## config.mk

```make
export PLATFORM = sky130hd
export DESIGN_NAME = hmcm_front_flat
export DESIGN_NICKNAME = d
export VERILOG_FILES = /design/src/histogram_median_common_mode_assert.svh /design/src/hmcm_pkg.sv /design/src/hmcm_if.sv /design/src/hmcm_front.sv /design/src/flat_wrapper.sv
export SDC_FILE = /design/constraint.sdc
export NUM_CORES = 1
export LEC_CHECK = 0
export ABC_AREA = 1
export BUFFER_PORTS_ARGS = -buffer_cell sky130_fd_sc_hd__buf_2
export CAP_MARGIN = 30
export CORE_MARGIN = 4
export CORE_UTILIZATION = 40
export DETAILED_ROUTE_END_ITERATION = 10
export GPL_TIMING_DRIVEN = 0
export PLACE_DENSITY = 0.73
export SYNTH_ARGS = -nofsm -noshare
export SYNTH_HDL_FRONTEND = slang
export SYNTH_SLANG_ARGS = --single-unit
```

## constraint.sdc

```tcl
create_clock -name clock -period 2.3 [get_ports clock]
set_input_delay 0.23 -clock clock [delete_from_list [all_inputs] [get_ports clock]]
set_output_delay 0.23 -clock clock [all_outputs]
set_load 0.005 [all_outputs]
```

## src/histogram_median_common_mode_assert.svh

```systemverilog
// Assertion macros for the histogram median common-mode block.
// Depends on nothing; included by the top level only.
`ifndef HISTOGRAM_MEDIAN_COMMON_MODE_ASSERT_SVH
`define HISTOGRAM_MEDIAN_COMMON_MODE_ASSERT_SVH

// Implication in the same cycle.
`define HMCM_ASSERT_NOW(label, clk, rst, ante, cons, msg) \
   label: assert property (@(posedge clk) disable iff (rst) (ante) |-> (cons)) \
      else $error(msg);

// Implication in the next cycle.
`define HMCM_ASSERT_NEXT(label, clk, rst, ante, cons, msg) \
   label: assert property (@(posedge clk) disable iff (rst) (ante) |=> (cons)) \
      else $error(msg);

`endif

```

## src/hmcm_pkg.sv

```systemverilog
// Package for the histogram median common-mode block: constants, states, structs.
// Depends on nothing; used by every other file of the block except the assertion header.
`timescale 1ns / 1ps

package hmcm_pkg;

   localparam int MAX_FRAME_DEF   = 2048;
   localparam int SAMPLE_BITS_DEF = 10;
   localparam int CFG_BITS        = 12;
   localparam int CM_BITS         = 9;
   localparam int CORR_BITS       = 13;
   localparam int CM_MAX_QUARTERS = 499;
   localparam int FRAME_LEN_MIN   = 2;
   localparam logic [CFG_BITS-1:0] FRAME_LEN_RESET = 12'd1600;

   localparam logic OP_LOAD = 1'b0;
   localparam logic OP_READ = 1'b1;

   typedef enum logic [2:0] {
      ST_CLEAR,
      ST_IDLE,
      ST_LOAD,
      ST_SCAN_RD,
      ST_SCAN_EV,
      ST_READ
   } state_type;

   // Head of the command queue as seen by the engine.
   typedef struct packed {
      logic valid;
      logic op;
   } head_type;

   // Engine status toward the front end.
   typedef struct packed {
      logic clearing;
      logic idle;
   } status_type;

endpackage

```

## src/hmcm_if.sv

```systemverilog
// Valid/ready channel interfaces for requests and responses.
// Depends on hmcm_pkg for field widths.
`timescale 1ns / 1ps

interface hmcm_req_if #(
   parameter int SAMPLE_BITS = hmcm_pkg::SAMPLE_BITS_DEF
);
   logic                   valid;
   logic                   ready;
   logic                   op;
   logic [SAMPLE_BITS-1:0] sample;

   modport source (output valid, output op, output sample, input ready);
   modport sink   (input valid, input op, input sample, output ready);
endinterface


```

## src/hmcm_front.sv

```systemverilog
// Front end: accepts request transfers into a two-entry command queue.
// Depends on hmcm_pkg and hmcm_if.
`timescale 1ns / 1ps

module hmcm_front #(
   parameter int SAMPLE_BITS = hmcm_pkg::SAMPLE_BITS_DEF
) (
   input  logic                    clock,
   input  logic                    reset,
   hmcm_req_if.sink                req_ch,
   input  hmcm_pkg::status_type    status,
   input  logic                    pop,
   output hmcm_pkg::head_type      head,
   output logic [SAMPLE_BITS-1:0]  head_sample
);

   logic [1:0]             vld_ff, vld_in;
   logic [1:0]             op_ff, op_in;
   logic [SAMPLE_BITS-1:0] smp_ff [2];
   logic [SAMPLE_BITS-1:0] smp_in [2];
   logic                   push;

   // Entry 0 is the head; entry 1 only fills behind it.
   assign req_ch.ready = !vld_ff[1] && !status.clearing;
   assign push         = req_ch.valid && req_ch.ready;
   assign head.valid   = vld_ff[0];
   assign head.op      = op_ff[0];
   assign head_sample  = smp_ff[0];

   always_comb begin
      vld_in = vld_ff;
      op_in  = op_ff;
      smp_in = smp_ff;
      if (pop) begin
         vld_in[0] = vld_ff[1];
         op_in[0]  = op_ff[1];
         smp_in[0] = smp_ff[1];
         vld_in[1] = 1'b0;
      end
      if (push) begin
         if (!vld_in[0]) begin
            vld_in[0] = 1'b1;
            op_in[0]  = req_ch.op;
            smp_in[0] = req_ch.sample;
         end else begin
            vld_in[1] = 1'b1;
            op_in[1]  = req_ch.op;
            smp_in[1] = req_ch.sample;
         end
      end
   end

   always_ff @(posedge clock) begin
      if (reset) begin
         vld_ff <= '0;
      end else begin
         vld_ff <= vld_in;
      end
      op_ff  <= op_in;
      smp_ff <= smp_in;
   end

endmodule

```

## src/flat_wrapper.sv

```systemverilog
// flat-port wrapper written by rule: the top's interface ports become plain ports
module hmcm_front_flat 
#(
   parameter int SAMPLE_BITS = hmcm_pkg::SAMPLE_BITS_DEF
)
  (clock, reset, status, pop, head, head_sample, req_ch_valid, req_ch_op, req_ch_sample, req_ch_ready);
  hmcm_req_if #(.SAMPLE_BITS(SAMPLE_BITS)) req_ch_i ();
  input  logic clock;
  input  logic reset;
  input  hmcm_pkg::status_type status;
  input  logic pop;
  output hmcm_pkg::head_type head;
  output logic [SAMPLE_BITS-1:0] head_sample;
  input wire logic [$bits(req_ch_i.valid)-1:0] req_ch_valid;
  input wire logic [$bits(req_ch_i.op)-1:0] req_ch_op;
  input wire logic [$bits(req_ch_i.sample)-1:0] req_ch_sample;
  output wire logic [$bits(req_ch_i.ready)-1:0] req_ch_ready;
  assign req_ch_i.valid = req_ch_valid;
  assign req_ch_i.op = req_ch_op;
  assign req_ch_i.sample = req_ch_sample;
  assign req_ch_ready = req_ch_i.ready;
  hmcm_front #(.SAMPLE_BITS(SAMPLE_BITS)) u_core (.clock(clock), .reset(reset), .req_ch(req_ch_i), .status(status), .pop(pop), .head(head), .head_sample(head_sample));
endmodule
```

# Word level (Yosys, flattened, before mapping)
# Index checks and enable logic that the tools add are counted.
[op_classes]
n_reduce_logical = 5
mux = 10
[op_table]
columns = ["op", "n"]
rows = [
  ["$mux 10", 3],
  ["$mux 20", 1],
  ["$mux 1", 4],
  ["$mux 2", 2],
  ["$logic_and 1x1->1", 2],
  ["$logic_not 1->1", 2],
  ["$reduce_and 2->1", 1],
]
[totals]
in_bits = 17
register_bits = 24
output_inout_bits = 13

# Longest topological paths before layout
[depth]
depth_word = 4
ltp_mapped = 7
ltp_nobuf = 6

# Worst setup path before layout
# OpenSTA, ideal clock, no wires.
[synth_path]
path_type = "reg2reg"
startpoint = "register u_core.vld_ff[1]"
endpoint = "register u_core.op_ff[1], enable pin"
stages_incl_launch_ff = 4
required_ns = 1.961
setup_slack_ns = 1.158
arrival_time_ns = 0.803
cell_sequence = "dfxtp_1 -> nor2_4 -> nand3_1 -> inv_1"
[synth_between]
elab_chain_cells = 4
[synth_rtl]
columns = ["item", "line", "rtl"]
rows = [
  ["start, declared", "hmcm_front.sv:17", "logic [1:0] vld_ff, vld_in;"],
  ["start signal, assigned", "hmcm_front.sv:57", "vld_ff <= vld_in;"],
  ["$logic_not 1->1", "hmcm_front.sv:24", "assign req_ch.ready = !vld_ff[1] && !status.clearing;"],
  ["$logic_and 1x1->1", "hmcm_front.sv:24", ""],
  ["named net req_ch_ready", "flat_wrapper.sv:17", "output wire logic [$bits(req_ch_i.ready)-1:0] req_ch_ready;"],
  ["$logic_and 1x1->1", "hmcm_front.sv:25", "assign push = req_ch.valid && req_ch.ready;"],
  ["$reduce_and 2->1 (no source line)", "-", ""],
  ["end signal, assigned", "hmcm_front.sv:59", "op_ff <= op_in;"],
  ["end, declared", "hmcm_front.sv:18", "logic [1:0] op_ff, op_in;"],
]
# The timed path passes the listed nets, and every way through them passes these cells.
# A chain may end at the register's enable or synchronous reset.

# Worst setup path in the final report
[layout_path]
startpoint = "register u_core.vld_ff[0]"
endpoint = "register u_core.smp_ff[8] in the netlist's numbering, enable pin"
[layout_between]
elab_chain_cells = 2
[layout_rtl]
columns = ["item", "line", "rtl"]
rows = [
  ["$mux 2", "hmcm_front.sv:34", "if (pop) begin"],
  ["$reduce_and 2->1 (no source line)", "-", ""],
  ["end signal, assigned", "hmcm_front.sv:60", "smp_ff <= smp_in;"],
  ["end, declared", "hmcm_front.sv:19", "logic [SAMPLE_BITS-1:0] smp_ff [2];"],
]
# Every way passes these cells.

==> flow_summary.json <==
{
  "status": "finished, final reports clean",
  "wl_per_cell_um": 10.7,
  "ant_nets": 0,
  "gp_congestion": 0.763,
  "fmaxAchievable_mhz": 748,
  "maxCapViolations": 0,
  "syn_area_per_cell_um2": 8.76,
  "hold_violations": 0,
  "critPathCaptureType": "flop",
  "p_seq_share_pct": 52.7,
  "tightest_slew_ns": 0.458,
  "intPower_uw": 716,
  "ir_worst_vdd_v": 0.000447,
  "hold_depth": 2,
  "finalSetupViolations": 0,
  "switchingPower_uw": 196,
  "cts_tree": "built",
  "floorplan.initialDensity_pct": 42.4,
  "fin_tns_setup_ns": 0,
  "root_buffer": "clkbuf_4",
  "cp_max_fo": 11,
  "clk_latency_ns": 0.31,
  "area_growth_pct": 21.7,
  "path_common_cell": "inv_1",
  "clk_pin_slew_worst_paths_ns": 0.13,
  "htree_levels": 1,
  "grt_max_degree": 15,
  "grt_pass1_vias": 795,
  "ys_seq_area_share_pct": 55.7,
  "max_slew_margin_pct": 69.4,
  "dpl.hpwl_mm": 1.41,
  "nets": 171,
  "grt_pass1_wl_mm": 3.17,
  "dr.pass1.iters": 4,
  "cts.sinks": 24,
  "fp-row-count": 18,
  "p_clk_share_pct": 33.0,
  "power.leakage_nw": 0.647,
  "synth_warnings": 0,
  "ff2ff_path_depth": 4,
  "r2r_slack_ns": 0.96,
  "ios": 30,
  "period_needed_ns": 1.34,
  "crit_buf_inv": 2,
  "switching_share_pct": 21.5,
  "netlist_instances": 121,
  "worstPathCellList": "inv_1, nor2_1, nand3_1, inv_1",
  "route.detailed.drc": 0,
  "synth_fp_nets": 138,
  "cts_buffers": 3,
  "core_um2": 2500,
  "combinationalPowerShare_pct": 14.3,
  "pwr_density_cell_nw_per_um2": 708,
  "hp-class": "input port to flop",
  "min_period_over_period_pct": 58.2,
  "yosysUniqueCellTypes": 16,
  "cp_slowest_cell": "dfxtp_1",
  "dr.first_iter.drc_count": 9,
  "vias_per_cell": 4.48,
  "antenna_found_initial": 0,
  "arrival_ns": 1.31,
  "die-height_um": 59.5,
  "critPathKind": "flop to flop",
  "cts.path.max_buffers": 2,
  "ys_seq_elements": 24,
  "worst_setup_path_start_kind": "flop",
  "grt-ovfl-total": 0,
  "fin_skew_ns": 0.00455,
  "power_uw": 913,
  "drv_slew": 0,
  "port-buffer-count": 28,
  "drive_above_1_share_pct": 35.9,
  "track_usage_pct": 11.8,
  "setup_ws_ns": 0.962,
  "cp_top_family": "buffers and inverters",
  "syn_area_um2": 1060,
  "diodes": 0,
  "post-place-ws_ns": 0.975,
  "die_w_um": 59.5,
  "post_cts_resize_count": 0,
  "vias": 819,
  "wirelength_mm": 1.97,
  "rsz0062_at_grt": "false",
  "cp.depth": 4,
  "cts_hold_buf": 0,
  "critPathMaxStageDelay_ns": 0.39,
  "cts_setup_buffers": 0,
  "cp.required_ns": 2.27,
  "post-route-util_pct": 51.6,
  "die_area_um2": 3540
}
## worst paths after layout
path | start | to
setup / recovery | u_core.vld_ff[0] | u_core.smp_ff[8]
hold / removal | reset | u_core.vld_ff[0]
setup reg to reg | u_core.vld_ff[0] | u_core.smp_ff[8]
hold reg to reg | u_core.vld_ff[0] | u_core.vld_ff[0]
## flip-flops by register name, indices dropped and copies added (netlist names)
signal and cells:
u_core.head_sample 10, u_core.op_ff 2, u_core.smp_ff 10, u_core.vld_ff 2
## layout by cell type, fill, tap and decap left out, types with 2 or more instances in the layout
master	instances
buf_2	31
buf_4	12
buf_6	2
clkbuf_4	3
dfxtp_1	13
edfxtp_1	11
inv_1	2
nand2_1	57
nand2_2	3
nor2_4	2
o21ai_1	10
## cell usage after synthesis
master	count	share of area [%]
nand2_1	57	20
dfxtp_1	13	25
buf_4	12	8.5
edfxtp_1	11	31
o21ai_1	10	4.7
buf_2	3	1.4
nand2_2	3	1.8
buf_6	2	2.1
inv_1	2	0.71
nor2_4	2	2.1
a21oi_1	1	0.47
a31oi_1	1	0.59
inv_2	1	0.35
nand3_1	1	0.47
nor2_1	1	0.35
o21ai_0	1	0.47
## per-layer routing
| layer | wire length (µm) | global-route usage (%) | part of all wire, % | vias to the layer above |
|---|---|---|---|---|
| met5 | 0 | 0 | 0 | - |
| met4 | 11 | 3.88 | 0.56 | 0 |
| met3 | 117 | 2.40 | 6.0 | 2 |
| met2 | 1010 | 21.7 | 51 | 22 |
| met1 | 828 | 13.4 | 42 | 359 |
| li1 | - | - | - | 436 |
## area by class of cell
| cell class | count | area (µm²) |
|---|---|---|
| Inverter | 3 | 11.3 |
| Buffer | 17 | 128 |
| Clock inverter | 1 | 30.0 |
| Sequential cell | 24 | 591 |
| Fill cell | 256 | 1210 |
| Clock buffer | 3 | 22.5 |
| Timing Repair Buffer | 28 | 140 |
| Tap cell | 30 | 37.5 |
| Multi-Input combinational cell | 77 | 330 |
## stage by stage
| step | cells | area, µm² | hold WS [ns] |
|---|---|---|---|
| final | 183 | 1290 | 0.0741 |
| after global routing | 183 | 1290 | 0.0598 |
| after CTS | 183 | 1290 | 0.0635 |
| after detailed placement | 179 | 1240 | 0.405 |
| after global placement | 179 | 1240 | 0.404 |
| after floorplan | 121 | 1060 | 0.299 |
## power groups by stage
stage / registers (mW) / clock network (mW) / logic [mW]
2_1_floorplan: 0.488 / 0 / 0.0841
3_3_place_gp: 0.490 / 0 / 0.130
5_1_grt: 0.485 / 0.320 / 0.148
4_1_cts: 0.482 / 0.311 / 0.133
3_5_place_dp: 0.491 / 0 / 0.132
6_report: 0.481 / 0.301 / 0.130
## logic make-up (layout without fill, tap and decap cells)
logic type             count (synthesis)  count (layout)  share of synthesized area, %
flip-flops                            24              24                          55.7
buffers and inverters                 20              52                          13.1
AND/OR/NAND/NOR                       64              64                          24.9
AO/OA/AOI/OAI                         13              13                          6.26
Note: power is estimated with default switching activity, not from simulation.
